## config.mk

```make
export PLATFORM = sky130hd
export DESIGN_NAME = lobm_seq
export DESIGN_NICKNAME = d
export VERILOG_FILES = /design/src/rtl/lobm_pkg.sv /design/src/rtl/lobm_seq.sv
export SDC_FILE = /design/constraint.sdc
export NUM_CORES = 1
export LEC_CHECK = 0
export ABC_AREA = 1
export BUFFER_PORTS_ARGS = -buffer_cell sky130_fd_sc_hd__buf_2
export CAP_MARGIN = 40
export CORE_AREA = 2 2 294 296
export CTS_CLUSTER_SIZE = 25
export DETAILED_ROUTE_END_ITERATION = 8
export DIE_AREA = 0 0 296 298
export REMOVE_ABC_BUFFERS = 1
export SYNTH_ARGS = -nofsm -noshare
export SYNTH_HDL_FRONTEND = slang
export SYNTH_SLANG_ARGS = --single-unit
```

## constraint.sdc

```tcl
create_clock -name clk -period 22.6 [get_ports clk]
set_input_delay 3.39 -clock clk [delete_from_list [all_inputs] [get_ports clk]]
set_output_delay 3.39 -clock clk [all_outputs]
set_load 0.05 [all_outputs]
```

## src/rtl/lobm_pkg.sv

```systemverilog
package lobm_pkg;

  // Default book geometry
  localparam int unsigned PRICE_LEVELS_DEF = 512;
  localparam int unsigned LEVEL_DEPTH_DEF  = 8;

  // Window base after reset
  localparam logic [31:0] BASE_RESET = 32'd24800;

  // Order side and kind codes
  localparam logic [1:0] SIDE_BUY     = 2'd1;
  localparam logic [1:0] SIDE_SELL    = 2'd2;
  localparam logic [1:0] KIND_LIMIT   = 2'd1;
  localparam logic [1:0] KIND_MARKET  = 2'd2;

  // Result codes
  typedef enum logic [2:0] {
    OUT_RESTED    = 3'd0,
    OUT_TRADED    = 3'd1,
    OUT_CANCELLED = 3'd2,
    OUT_INVALID   = 3'd3,
    OUT_WINDOW    = 3'd4,
    OUT_FULL      = 3'd5
  } outcome_t;

  // Sequencer states
  typedef enum logic [3:0] {
    S_CLEAR,
    S_IDLE,
    S_CHECK,
    S_SCAN_RD,
    S_SCAN_CHK,
    S_DECIDE,
    S_POP,
    S_POP_WAIT,
    S_PUSH_RD,
    S_PUSH_CHK,
    S_FINISH
  } state_t;

endpackage

```

## src/rtl/lobm_seq.sv

```systemverilog
module lobm_seq
  import lobm_pkg::*;
#(
  parameter int unsigned PRICE_LEVELS = PRICE_LEVELS_DEF,
  parameter int unsigned LEVEL_DEPTH  = LEVEL_DEPTH_DEF,
  localparam int unsigned LW  = $clog2(PRICE_LEVELS),
  localparam int unsigned HW  = (LEVEL_DEPTH > 1) ? $clog2(LEVEL_DEPTH) : 1,
  localparam int unsigned CW  = $clog2(LEVEL_DEPTH + 1),
  localparam int unsigned SW  = CW + 1,
  localparam int unsigned AW  = $clog2(PRICE_LEVELS * LEVEL_DEPTH)
) (
  input  logic             clk,
  input  logic             rst,
  input  logic             cfg_write_en,
  input  logic [31:0]      cfg_write_data,
  input  logic             order_valid,
  output logic             order_stall,
  input  logic [63:0]      order_id,
  input  logic [63:0]      arrival_time,
  input  logic [1:0]       order_side,
  input  logic [1:0]       order_kind,
  input  logic [31:0]      limit_price,
  input  logic [63:0]      order_quantity,
  output logic             result_valid,
  input  logic             result_stall,
  output logic [2:0]       outcome,
  output logic [63:0]      matched_resting_id,
  output logic [31:0]      trade_price,
  output logic [63:0]      orders_seen,
  output logic [63:0]      trades_done,
  // book memory ports, shared addressing, per-side enables
  output logic             bid_lvl_we,
  output logic             ask_lvl_we,
  output logic [LW-1:0]    lvl_waddr,
  output logic [HW+CW-1:0] lvl_wdata,
  output logic [LW-1:0]    lvl_raddr,
  input  logic [HW+CW-1:0] bid_lvl_rdata,
  input  logic [HW+CW-1:0] ask_lvl_rdata,
  output logic             bid_id_we,
  output logic             ask_id_we,
  output logic [AW-1:0]    id_waddr,
  output logic [63:0]      id_wdata,
  output logic [AW-1:0]    id_raddr,
  input  logic [63:0]      bid_id_rdata,
  input  logic [63:0]      ask_id_rdata
);

  localparam logic [LW-1:0] LAST_LVL = LW'(PRICE_LEVELS - 1);

  state_t state, state_next;

  logic [31:0]   base;
  logic [63:0]   ord_id, ord_time, ord_qty;
  logic [1:0]    ord_side, ord_kind;
  logic [31:0]   ord_price;
  logic [LW-1:0] scan_idx;
  logic [LW-1:0] lvl_idx;
  logic          best_found;
  logic [HW-1:0] best_head;
  logic [CW-1:0] best_count;
  outcome_t      pend_outcome;
  logic [63:0]   pend_matched;
  logic [31:0]   pend_price;
  logic [63:0]   order_cnt, trade_cnt;

  // Decoded order and working values
  logic          is_buy, is_market, invalid, outside;
  logic [32:0]   price_diff, best_price33;
  logic          crosses, out_free;
  logic [HW+CW-1:0] opp_lvl, own_lvl;
  logic [HW-1:0] own_head, head_inc;
  logic [CW-1:0] opp_count, own_count;
  logic [SW-1:0] slot_sum, slot_wrap;
  logic          scan_end;

  assign is_buy    = (ord_side == SIDE_BUY);
  assign is_market = (ord_kind == KIND_MARKET);
  assign invalid   = (ord_id == '0) || (ord_time == '0) || (ord_qty == '0) ||
                     (ord_price == '0) ||
                     ((ord_side != SIDE_BUY) && (ord_side != SIDE_SELL)) ||
                     ((ord_kind != KIND_LIMIT) && (ord_kind != KIND_MARKET));
  assign price_diff = {1'b0, ord_price} - {1'b0, base};
  assign outside    = price_diff[32] || (price_diff[31:0] >= 32'(PRICE_LEVELS));

  assign opp_lvl   = is_buy ? ask_lvl_rdata : bid_lvl_rdata;
  assign own_lvl   = is_buy ? bid_lvl_rdata : ask_lvl_rdata;
  assign opp_count = opp_lvl[CW-1:0];
  assign own_count = own_lvl[CW-1:0];
  assign own_head  = own_lvl[HW+CW-1:CW];
  assign scan_end  = is_buy ? (scan_idx == LAST_LVL) : (scan_idx == '0);

  // Best level price, kept at 33 bits so a level price beyond 32 bits compares without wrapping
  assign best_price33 = {1'b0, base} + 33'(scan_idx);
  assign crosses = best_found &&
                   (is_market || (is_buy ? ({1'b0, ord_price} >= best_price33)
                                         : ({1'b0, ord_price} <= best_price33)));

  assign head_inc  = (best_head == HW'(LEVEL_DEPTH - 1)) ? '0 : best_head + 1'b1;
  assign slot_sum  = SW'(own_head) + SW'(own_count);
  assign slot_wrap = (slot_sum >= SW'(LEVEL_DEPTH)) ? slot_sum - SW'(LEVEL_DEPTH) : slot_sum;

  assign out_free    = !result_valid || !result_stall;
  assign order_stall = (state != S_IDLE);

  // Next state
  always_comb begin
    state_next = state;
    unique case (state)
      S_CLEAR:    if (scan_idx == LAST_LVL) state_next = S_IDLE;
      S_IDLE:     if (order_valid) state_next = S_CHECK;
      S_CHECK: begin
        if (invalid || (!is_market && outside)) state_next = S_FINISH;
        else state_next = S_SCAN_RD;
      end
      S_SCAN_RD:  state_next = S_SCAN_CHK;
      S_SCAN_CHK: if ((opp_count != '0) || scan_end) state_next = S_DECIDE;
                  else state_next = S_SCAN_RD;
      S_DECIDE: begin
        if (crosses) state_next = S_POP;
        else if (is_market) state_next = S_FINISH;
        else state_next = S_PUSH_RD;
      end
      S_POP:      state_next = S_POP_WAIT;
      S_POP_WAIT: state_next = S_FINISH;
      S_PUSH_RD:  state_next = S_PUSH_CHK;
      S_PUSH_CHK: state_next = S_FINISH;
      S_FINISH:   if (out_free) state_next = S_IDLE;
      default:    state_next = S_CLEAR;
    endcase
  end

  // Memory controls
  always_comb begin
    bid_lvl_we = 1'b0;
    ask_lvl_we = 1'b0;
    lvl_waddr  = scan_idx;
    lvl_wdata  = '0;
    lvl_raddr  = scan_idx;
    bid_id_we  = 1'b0;
    ask_id_we  = 1'b0;
    id_waddr   = AW'(lvl_idx) * AW'(LEVEL_DEPTH) + AW'(slot_wrap[HW-1:0]);
    id_wdata   = ord_id;
    id_raddr   = AW'(scan_idx) * AW'(LEVEL_DEPTH) + AW'(best_head);
    unique case (state)
      S_CLEAR: begin
        bid_lvl_we = 1'b1;
        ask_lvl_we = 1'b1;
      end
      S_POP: begin
        lvl_wdata  = {head_inc, best_count - 1'b1};
        bid_lvl_we = !is_buy;
        ask_lvl_we = is_buy;
      end
      S_PUSH_RD: lvl_raddr = lvl_idx;
      S_PUSH_CHK: begin
        lvl_waddr = lvl_idx;
        lvl_wdata = {own_head, own_count + 1'b1};
        if (own_count < CW'(LEVEL_DEPTH)) begin
          bid_lvl_we = is_buy;
          ask_lvl_we = !is_buy;
          bid_id_we  = is_buy;
          ask_id_we  = !is_buy;
        end
      end
      default: ;
    endcase
  end

  // State and control registers
  always_ff @(posedge clk) begin
    if (rst) begin
      state        <= S_CLEAR;
      scan_idx     <= '0;
      base         <= BASE_RESET;
      order_cnt    <= '0;
      trade_cnt    <= '0;
      result_valid <= 1'b0;
    end else begin
      state <= state_next;
      if (cfg_write_en) base <= cfg_write_data;
      if (result_valid && !result_stall && !((state == S_FINISH) && out_free))
        result_valid <= 1'b0;
      unique case (state)
        S_CLEAR:    scan_idx <= scan_idx + 1'b1;
        S_IDLE:     if (order_valid) order_cnt <= order_cnt + 1'b1;
        S_CHECK:    scan_idx <= is_buy ? '0 : LAST_LVL;
        S_SCAN_CHK: if ((opp_count == '0) && !scan_end) begin
          scan_idx <= is_buy ? scan_idx + 1'b1 : scan_idx - 1'b1;
        end
        S_POP:      trade_cnt <= trade_cnt + 1'b1;
        S_FINISH:   if (out_free) result_valid <= 1'b1;
        default: ;
      endcase
    end
  end

  // Payload registers
  always_ff @(posedge clk) begin
    unique case (state)
      S_IDLE: begin
        ord_id    <= order_id;
        ord_time  <= arrival_time;
        ord_side  <= order_side;
        ord_kind  <= order_kind;
        ord_price <= limit_price;
        ord_qty   <= order_quantity;
      end
      S_CHECK: begin
        pend_matched <= '0;
        pend_price   <= '0;
        lvl_idx      <= price_diff[LW-1:0];
        if (invalid) pend_outcome <= OUT_INVALID;
        else pend_outcome <= OUT_WINDOW;
      end
      S_SCAN_CHK: begin
        best_found <= (opp_count != '0);
        best_head  <= opp_lvl[HW+CW-1:CW];
        best_count <= opp_count;
      end
      S_DECIDE:   pend_outcome <= OUT_CANCELLED;
      S_POP:      pend_price <= best_price33[31:0];
      S_POP_WAIT: begin
        pend_matched <= is_buy ? ask_id_rdata : bid_id_rdata;
        pend_outcome <= OUT_TRADED;
      end
      S_PUSH_CHK: pend_outcome <= (own_count < CW'(LEVEL_DEPTH)) ? OUT_RESTED : OUT_FULL;
      S_FINISH: if (out_free) begin
        outcome            <= pend_outcome;
        matched_resting_id <= pend_matched;
        trade_price        <= pend_price;
        orders_seen        <= order_cnt;
        trades_done        <= trade_cnt;
      end
      default: ;
    endcase
  end

  // No order taken during the clearing pass
  a_clear_stalls: assert property (@(posedge clk) (state == S_CLEAR) |-> order_stall)
    else $error("order accepted during clearing pass");

  // An accepted order always leaves idle
  a_accept_busy: assert property (@(posedge clk) disable iff (rst)
    (order_valid && !order_stall) |=> (state == S_CHECK))
    else $error("accepted order not started");

  // Trade count moves only when a pop is issued
  a_trade_pop: assert property (@(posedge clk) disable iff (rst)
    (trade_cnt != $past(trade_cnt)) |-> ($past(state) == S_POP))
    else $error("trade counted without pop");

  // Only a trade reports a matched id
  a_match_only_trade: assert property (@(posedge clk) disable iff (rst)
    (result_valid && (outcome != OUT_TRADED)) |-> (matched_resting_id == '0))
    else $error("matched id without trade");

endmodule

```

==> impl_metrics.json, run 1 <==
{
  "initialDrtViolationCount": 1963,
  "critPathTopFamily": "adder cells",
  "cp.depth": 8,
  "synth_async_sr_flop_share": 0,
  "reg2reg_from": "scan_idx[0]",
  "cts_root_buf": "clkbuf_16",
  "synth_edf_count": 571,
  "final_cells": 5139,
  "final_nets": 4420,
  "syn_inst": 3121,
  "antenna_found_initial": 21,
  "ys_seq_elements": 745,
  "initial_utilization": 0.3834,
  "cts_resized": 0,
  "cpPeakStageDelay_ps": 370,
  "hold_class": "flip-flop to flip-flop",
  "cts_buffer_depth": 3,
  "syn_area_um2": 32540,
  "clkLatencyLatePin_ps": 650,
  "routabilityCongestion": 0.9309,
  "cts_tree": "yes",
  "dieArea_um2": 88210,
  "finalCritPeriodShare": 0.3771,
  "crit_buf_inv": 2,
  "clkTransAtPathRegs_ps": 60,
  "synth-main-ff-cell": "edfxtp_1",
  "wl_mm": 105.6,
  "critical_path_required_ps": 19210,
  "grtUsageTotal": 0.2307,
  "arrival_ps": 5130,
  "cp_max_fo": 2,
  "multi_input_area_um2": 10260,
  "htreeDepth": 3,
  "io_pins": 753,
  "fillers": 8095,
  "dp_hpwl_mm": 83.70,
  "place_inst": 4985,
  "peakVddDrop_mv": 0.06055,
  "postRouteAntennaNets": 0,
  "maxCapViolCount": 0,
  "r2r_cells": 28,
  "drt_pass1_iterations": 5,
  "yosysWarnings": 0,
  "drive_above_1_share": 0.2432,
  "rsz0062_at_grt": "no",
  "fp.dieW_um": 296,
  "wl_per_cell_um": 20.55,
  "postCtsSetupRepairBufs": 0,
  "synth_area_per_cell_um2": 10.43,
  "setup_viol": 0,
  "regArea_um2": 20630,
  "hold_path.startpoint": "pend_price[0]",
  "die-height_um": 298,
  "drc": 0,
  "portBuffers": 752,
  "hold_violations": 0,
  "reg2reg_setup_slack_ps": 17990,
  "num_vias": 25260,
  "period_needed_ps": 8523,
  "synth_cell_types": 60,
  "grt_overflow_total": 0,
  "outcome": "finished, final reports clean",
  "worst_setup_path_end_kind": "primary output",
  "crit_path_cell_trace": "buf_2 > nand2_1 > o21ai_0 > ha_1 > fa_1 > xor2_1 > xor2_1 > buf_2",
  "crit_type": "input pin to primary output",
  "whs_path_depth": 0,
  "rows": 107,
  "vias_per_cell": 4.915,
  "max_slew.worst_pin.slew_ps": 855.3,
  "fp.coreArea_um2": 84880,
  "fmax_mhz": 117.3,
  "syn_to_final_growth_pct": 24.90,
  "crit_path_top_delay_cell": "fa_1",
  "grt_max_degree": 80,
  "final.setup.tns_ps": 0,
  "numClockSinks": 745,
  "cellPowerDensity_nw_per_um2": 73.32,
  "slew_viol_final": 0,
  "r2r-end": "state[3]",
  "seq_area_frac_synth": 0.6340,
  "relSlewSlack": 0.4298,
  "hold_buffers": 0,
  "min_to": "trade_price[0]",
  "cts_buffers": 81,
  "grt_pass1_wl_mm": 151.0,
  "crit_path_start_kind": "input pin",
  "skew_ps": 27.11,
  "grt_pass1_vias": 24220,
  "power.leakage_nw": 16.37
}
Yosys cell counts, types with 4 or more instances:
cell | instances | area [µm²]
nor3_1 | 95 | 475.5
o21a_1 | 10 | 75.07
nor3_4 | 4 | 65.06
o21ai_0 | 121 | 605.6
a221oi_1 | 4 | 35.03
nor3_2 | 7 | 70.07
nor2_4 | 4 | 45.04
nor2_2 | 6 | 37.54
nand3b_1 | 4 | 30.03
nand3_1 | 99 | 495.5
nor4_1 | 89 | 556.8
or2_2 | 5 | 31.28
nor3b_1 | 6 | 45.04
nor4_2 | 4 | 50.05
ha_1 | 86 | 1076
inv_2 | 8 | 30.03
nand2_4 | 4 | 45.04
nand2_1 | 628 | 2357
clkbuf_1 | 47 | 176.4
dfxtp_1 | 174 | 3483
nand4_1 | 68 | 425.4
edfxtp_1 | 571 | 17150
nand2_2 | 5 | 31.28
nor2_1 | 299 | 1122
xnor2_1 | 18 | 157.7
and2_1 | 4 | 25.02
xor2_1 | 87 | 762.0
inv_1 | 380 | 1426
a21oi_1 | 212 | 1061
buf_1 | 11 | 41.29
nand4_2 | 4 | 50.05
a31oi_1 | 10 | 62.56
worst max-delay path by stage:
| stage | from | endpoint | slack, ps |
|---|---|---|---|
| after CTS | ask_lvl_rdata[4] | id_waddr[2] | 14080 |
| after detailed placement | ask_lvl_rdata[4] | id_waddr[2] | 14080 |
| after global placement | ask_lvl_rdata[1] | id_waddr[2] | 13920 |
| after floorplan | result_stall | matched_resting_id[0] | 7680 |
| after global routing | ask_lvl_rdata[4] | id_waddr[2] | 13960 |
| final | ask_lvl_rdata[4] | id_waddr[2] | 14080 |
cells in the final DEF, fill, tap and decap left out, types with 16 or more instances in the layout:
master,count
nand3_1,99
o21ai_0,121
edfxtp_1,571
clkbuf_16,81
nand2_1,627
nand4_1,68
nor4_1,89
nor3_1,95
clkinv_2,16
buf_4,19
dfxtp_1,174
a21oi_1,211
buf_2,752
nor2_1,297
xor2_1,87
ha_1,85
inv_1,378
xnor2_1,18
power by group:
group | leakage [nW] | internal, mW | total [mW] | switching [mW]
logic | 8.24 | 0.0590 | 0.151 | 0.0915
registers | 6.80 | 1.47 | 1.47 | 0.00523
clock network | 1.33 | 0.798 | 1.36 | 0.560
total | 16.4 | 2.32 | 2.98 | 0.657
sequential cells by signal, indices dropped and copies added, names as in the netlist, 3 cells and up:
register / count
matched_resting_id: 64
ord_price: 32
trades_done: 64
pend_outcome: 3
best_count: 4
orders_seen: 64
pend_price: 32
trade_price: 32
order_cnt: 64
pend_matched: 64
base: 32
id_wdata: 64
state: 4
outcome: 3
ord_time: 64
trade_cnt: 64
lvl_idx: 9
best_head: 3
scan_idx: 9
ord_qty: 64
through the flow:
stage	hold slack (ps)	total power, mW	instance area [µm²]	setup WS [ps]	utilization
2_1_floorplan	400.3	1.578	32320	7683	-
3_3_place_gp	400.3	1.648	37690	13920	0.4440
3_5_place_dp	404.5	1.650	37890	14080	0.4464
4_1_cts	414.2	3.012	40630	14080	0.4786
5_1_grt	417.2	3.078	40640	13960	0.4787
6_report	410.4	2.980	40640	14080	0.4788
cells by family (layout without fill, tap and decap cells):
logic type                 count (synthesis)  count (layout)  synth area share
AOI/OAI and AO/OA                        385             385           0.06317
and+or+nand+nor                         1344            1344            0.1868
xor gates and xnor gates                 105             105           0.02826
DFF                                      745             745            0.6340
other                                      0               7                 0
muxes                                      3               3         0.0009612
buffers and inverters                    450            1317           0.05198
adders and majority gates                 89              89           0.03491
area by class of cell:
| class | instances | share of cell area |
|---|---|---|
| clock inverter | 47 | 0.01444 |
| timing repair buffer | 779 | 0.1010 |
| inverter | 391 | 0.03614 |
| sequential | 745 | 0.5076 |
| antenna | 7 | 0.0004310 |
| tap | 1144 | 0.03522 |
| clock buffer | 100 | 0.05286 |
| multi-input combinational | 1926 | 0.2523 |
metal layers:
metal,part of all wire,vias to the layer above,global-route usage
li1,-,12360,-
met1,0.40,11840,0.2866
met2,0.50,890,0.4069
met4,0.023,12,0.06049
met5,0.00076,-,0
met3,0.071,165,0.04610
Note: power is estimated with default switching activity, not from simulation.
==> run 2, diff against run 1 <==
CORE_AREA = 2 2 297 299   (was 2 2 294 296)
DIE_AREA = 0 0 299 301   (was 0 0 296 298)
clock period = 8.05 ns   (was 22.6 ns; I/O delays follow)
==> impl_metrics.json, run 2 (synthesized netlist as in run 1, its figures left out) <==
{
  "grt_pass1_vias": 24320,
  "period_needed_ps": 4305,
  "relSlewSlack": 0.3492,
  "max_slew.worst_pin.slew_ps": 976.2,
  "layout_common_cells": "buf_2 (752), nand2_1 (627), edfxtp_1 (571)",
  "rsz0062_at_grt": "no",
  "io_pins": 753,
  "outcome": "finished, final reports clean",
  "crit_type": "flip-flop to primary output",
  "reg2reg_from": "scan_idx[4]",
  "combPwrFrac": 0.052,
  "clkLatencyLatePin_ps": 670,
  "rows": 108,
  "maxCapViolCount": 0,
  "min_to": "matched_resting_id[5]",
  "drt_pass1_iterations": 6,
  "hold_class": "flip-flop to flip-flop",
  "numClockSinks": 745,
  "grt_overflow_total": 0,
  "postRouteAntennaNets": 0,
  "finalCritPeriodShare": 0.5348,
  "r2r-end": "state[3]",
  "wl_per_cell_um": 20.34,
  "initial_utilization": 0.3763,
  "crit_path_start_kind": "flip-flop",
  "routabilityCongestion": 0.9329,
  "final_common_cell": "buf_2",
  "fin_ws_ps": 3745,
  "slew_viol_final": 0,
  "cts_tree": "yes",
  "initialDrtViolationCount": 2049,
  "hold_violations": 0,
  "p_sw_frac": 0.2247,
  "power.leakage_nw": 16.27,
  "die-height_um": 301,
  "htreeDepth": 3,
  "fmax_mhz": 232.3,
  "vias_per_cell": 4.939,
  "hold_path.startpoint": "pend_matched[5]",
  "power_frac_seq": 0.502,
  "wl_mm": 104.7,
  "reg2reg_setup_slack_ps": 3790,
  "p_switching_mw": 1.848,
  "power_frac_clock": 0.446,
  "dieArea_um2": 90000,
  "num_vias": 25430,
  "post-place-ws_ps": 3896,
  "final_nets": 4416,
  "syn_to_final_growth_pct": 24.49,
  "arrival_ps": 3100,
  "fin_area_um2": 40510,
  "fp.coreArea_um2": 86480,
  "p_int_mw": 6.375,
  "timing.hold.ws_ps": 404.8,
  "worst_setup_path_end_kind": "primary output",
  "grtUsageTotal": 0.2245,
  "placed_area_um2": 37840,
  "cts_buffers": 81,
  "cts_resized": 0,
  "fp.dieW_um": 299,
  "cp_max_fo": 29,
  "skew_ps": 34.45,
  "hold_buffers": 0,
  "antenna_found_initial": 14,
  "grt_pass1_wl_mm": 151.1,
  "cts_buffer_depth": 3,
  "cts_root_buf": "clkbuf_16",
  "dp_hpwl_mm": 83.21,
  "critical_path_required_ps": 6840,
  "grt_max_degree": 155,
  "setup_viol": 0,
  "whs_path_depth": 0,
  "postCtsSetupRepairBufs": 0,
  "clkTransAtPathRegs_ps": 60,
  "cellPowerDensity_nw_per_um2": 203.0,
  "portBuffers": 752,
  "r2r_cells": 26,
  "drc": 0,
  "peakVddDrop_mv": 0.1454,
  "drive_above_1_share": 0.2431
}
[run 2: changes by cell type in the layout (fill, tap and decap cells not counted), moves of 2 or more]
cell        previous run  this run
buf_16                 5         3
buf_4                 19        15
bufinv_16             10         4
clkbuf_8               5         7
clkinvlp_4             3         7
[run 2: power by group through the flow]
stage,sequential (mW),clock (mW),combinational (mW)
global placement,4.21,0,0.422
floorplan,4.21,0,0.218
finish,4.13,3.67,0.425
global route,4.13,3.90,0.472
detailed placement,4.21,0,0.425
CTS,4.13,3.76,0.427
[run 2: metal layers]
metal	wire (µm)	global-route usage	vias up
met1	43250	0.2852	11990
met3	7136	0.05058	151
met5	37	0	-
met4	2505	0.06345	8
li1	-	-	12350
met2	51800	0.3840	935
[run 2: final cells by class]
type	count	area, µm²
fill	8258	45970
sequential	745	20630
multi-input combinational	1926	10260
timing repair buffer	775	4036
clock buffer	103	2201
inverter	391	1469
tap	1155	1445
clock inverter	46	454.2
antenna	8	20.02
[run 2: how the worst max path moves through the flow]
stage	cells past startpoint	startpoint	to
floorplan	1	result_stall	matched_resting_id[0]
global placement	25	scan_idx[4]	state[3]
detailed placement	26	scan_idx[4]	state[3]
CTS	8	ord_side[1]	id_waddr[2]
global route	26	scan_idx[4]	state[3]
finish	8	ord_side[1]	id_waddr[2]
[run 2: worst max-delay path, cell delays in order, from the launching register on]
cell,delay [ps]
edfxtp_1,360
inv_1,100
ha_4,410
o21ai_0,310
ha_1,270
fa_1,370
xor2_1,180
xor2_1,140
buf_2,270
[run 2: per-stage QoR]
stage               utilization  TNS [ps]  total power, mW  std cells
floorplan                     -  -1063280            4.430       3062
global placement         0.4358         0            4.631       4984
detailed placement       0.4375         0            4.634       4992
CTS                      0.4682         0            8.314       5141
global route             0.4683         0            8.495       5144
finish                   0.4684         0            8.223       5149
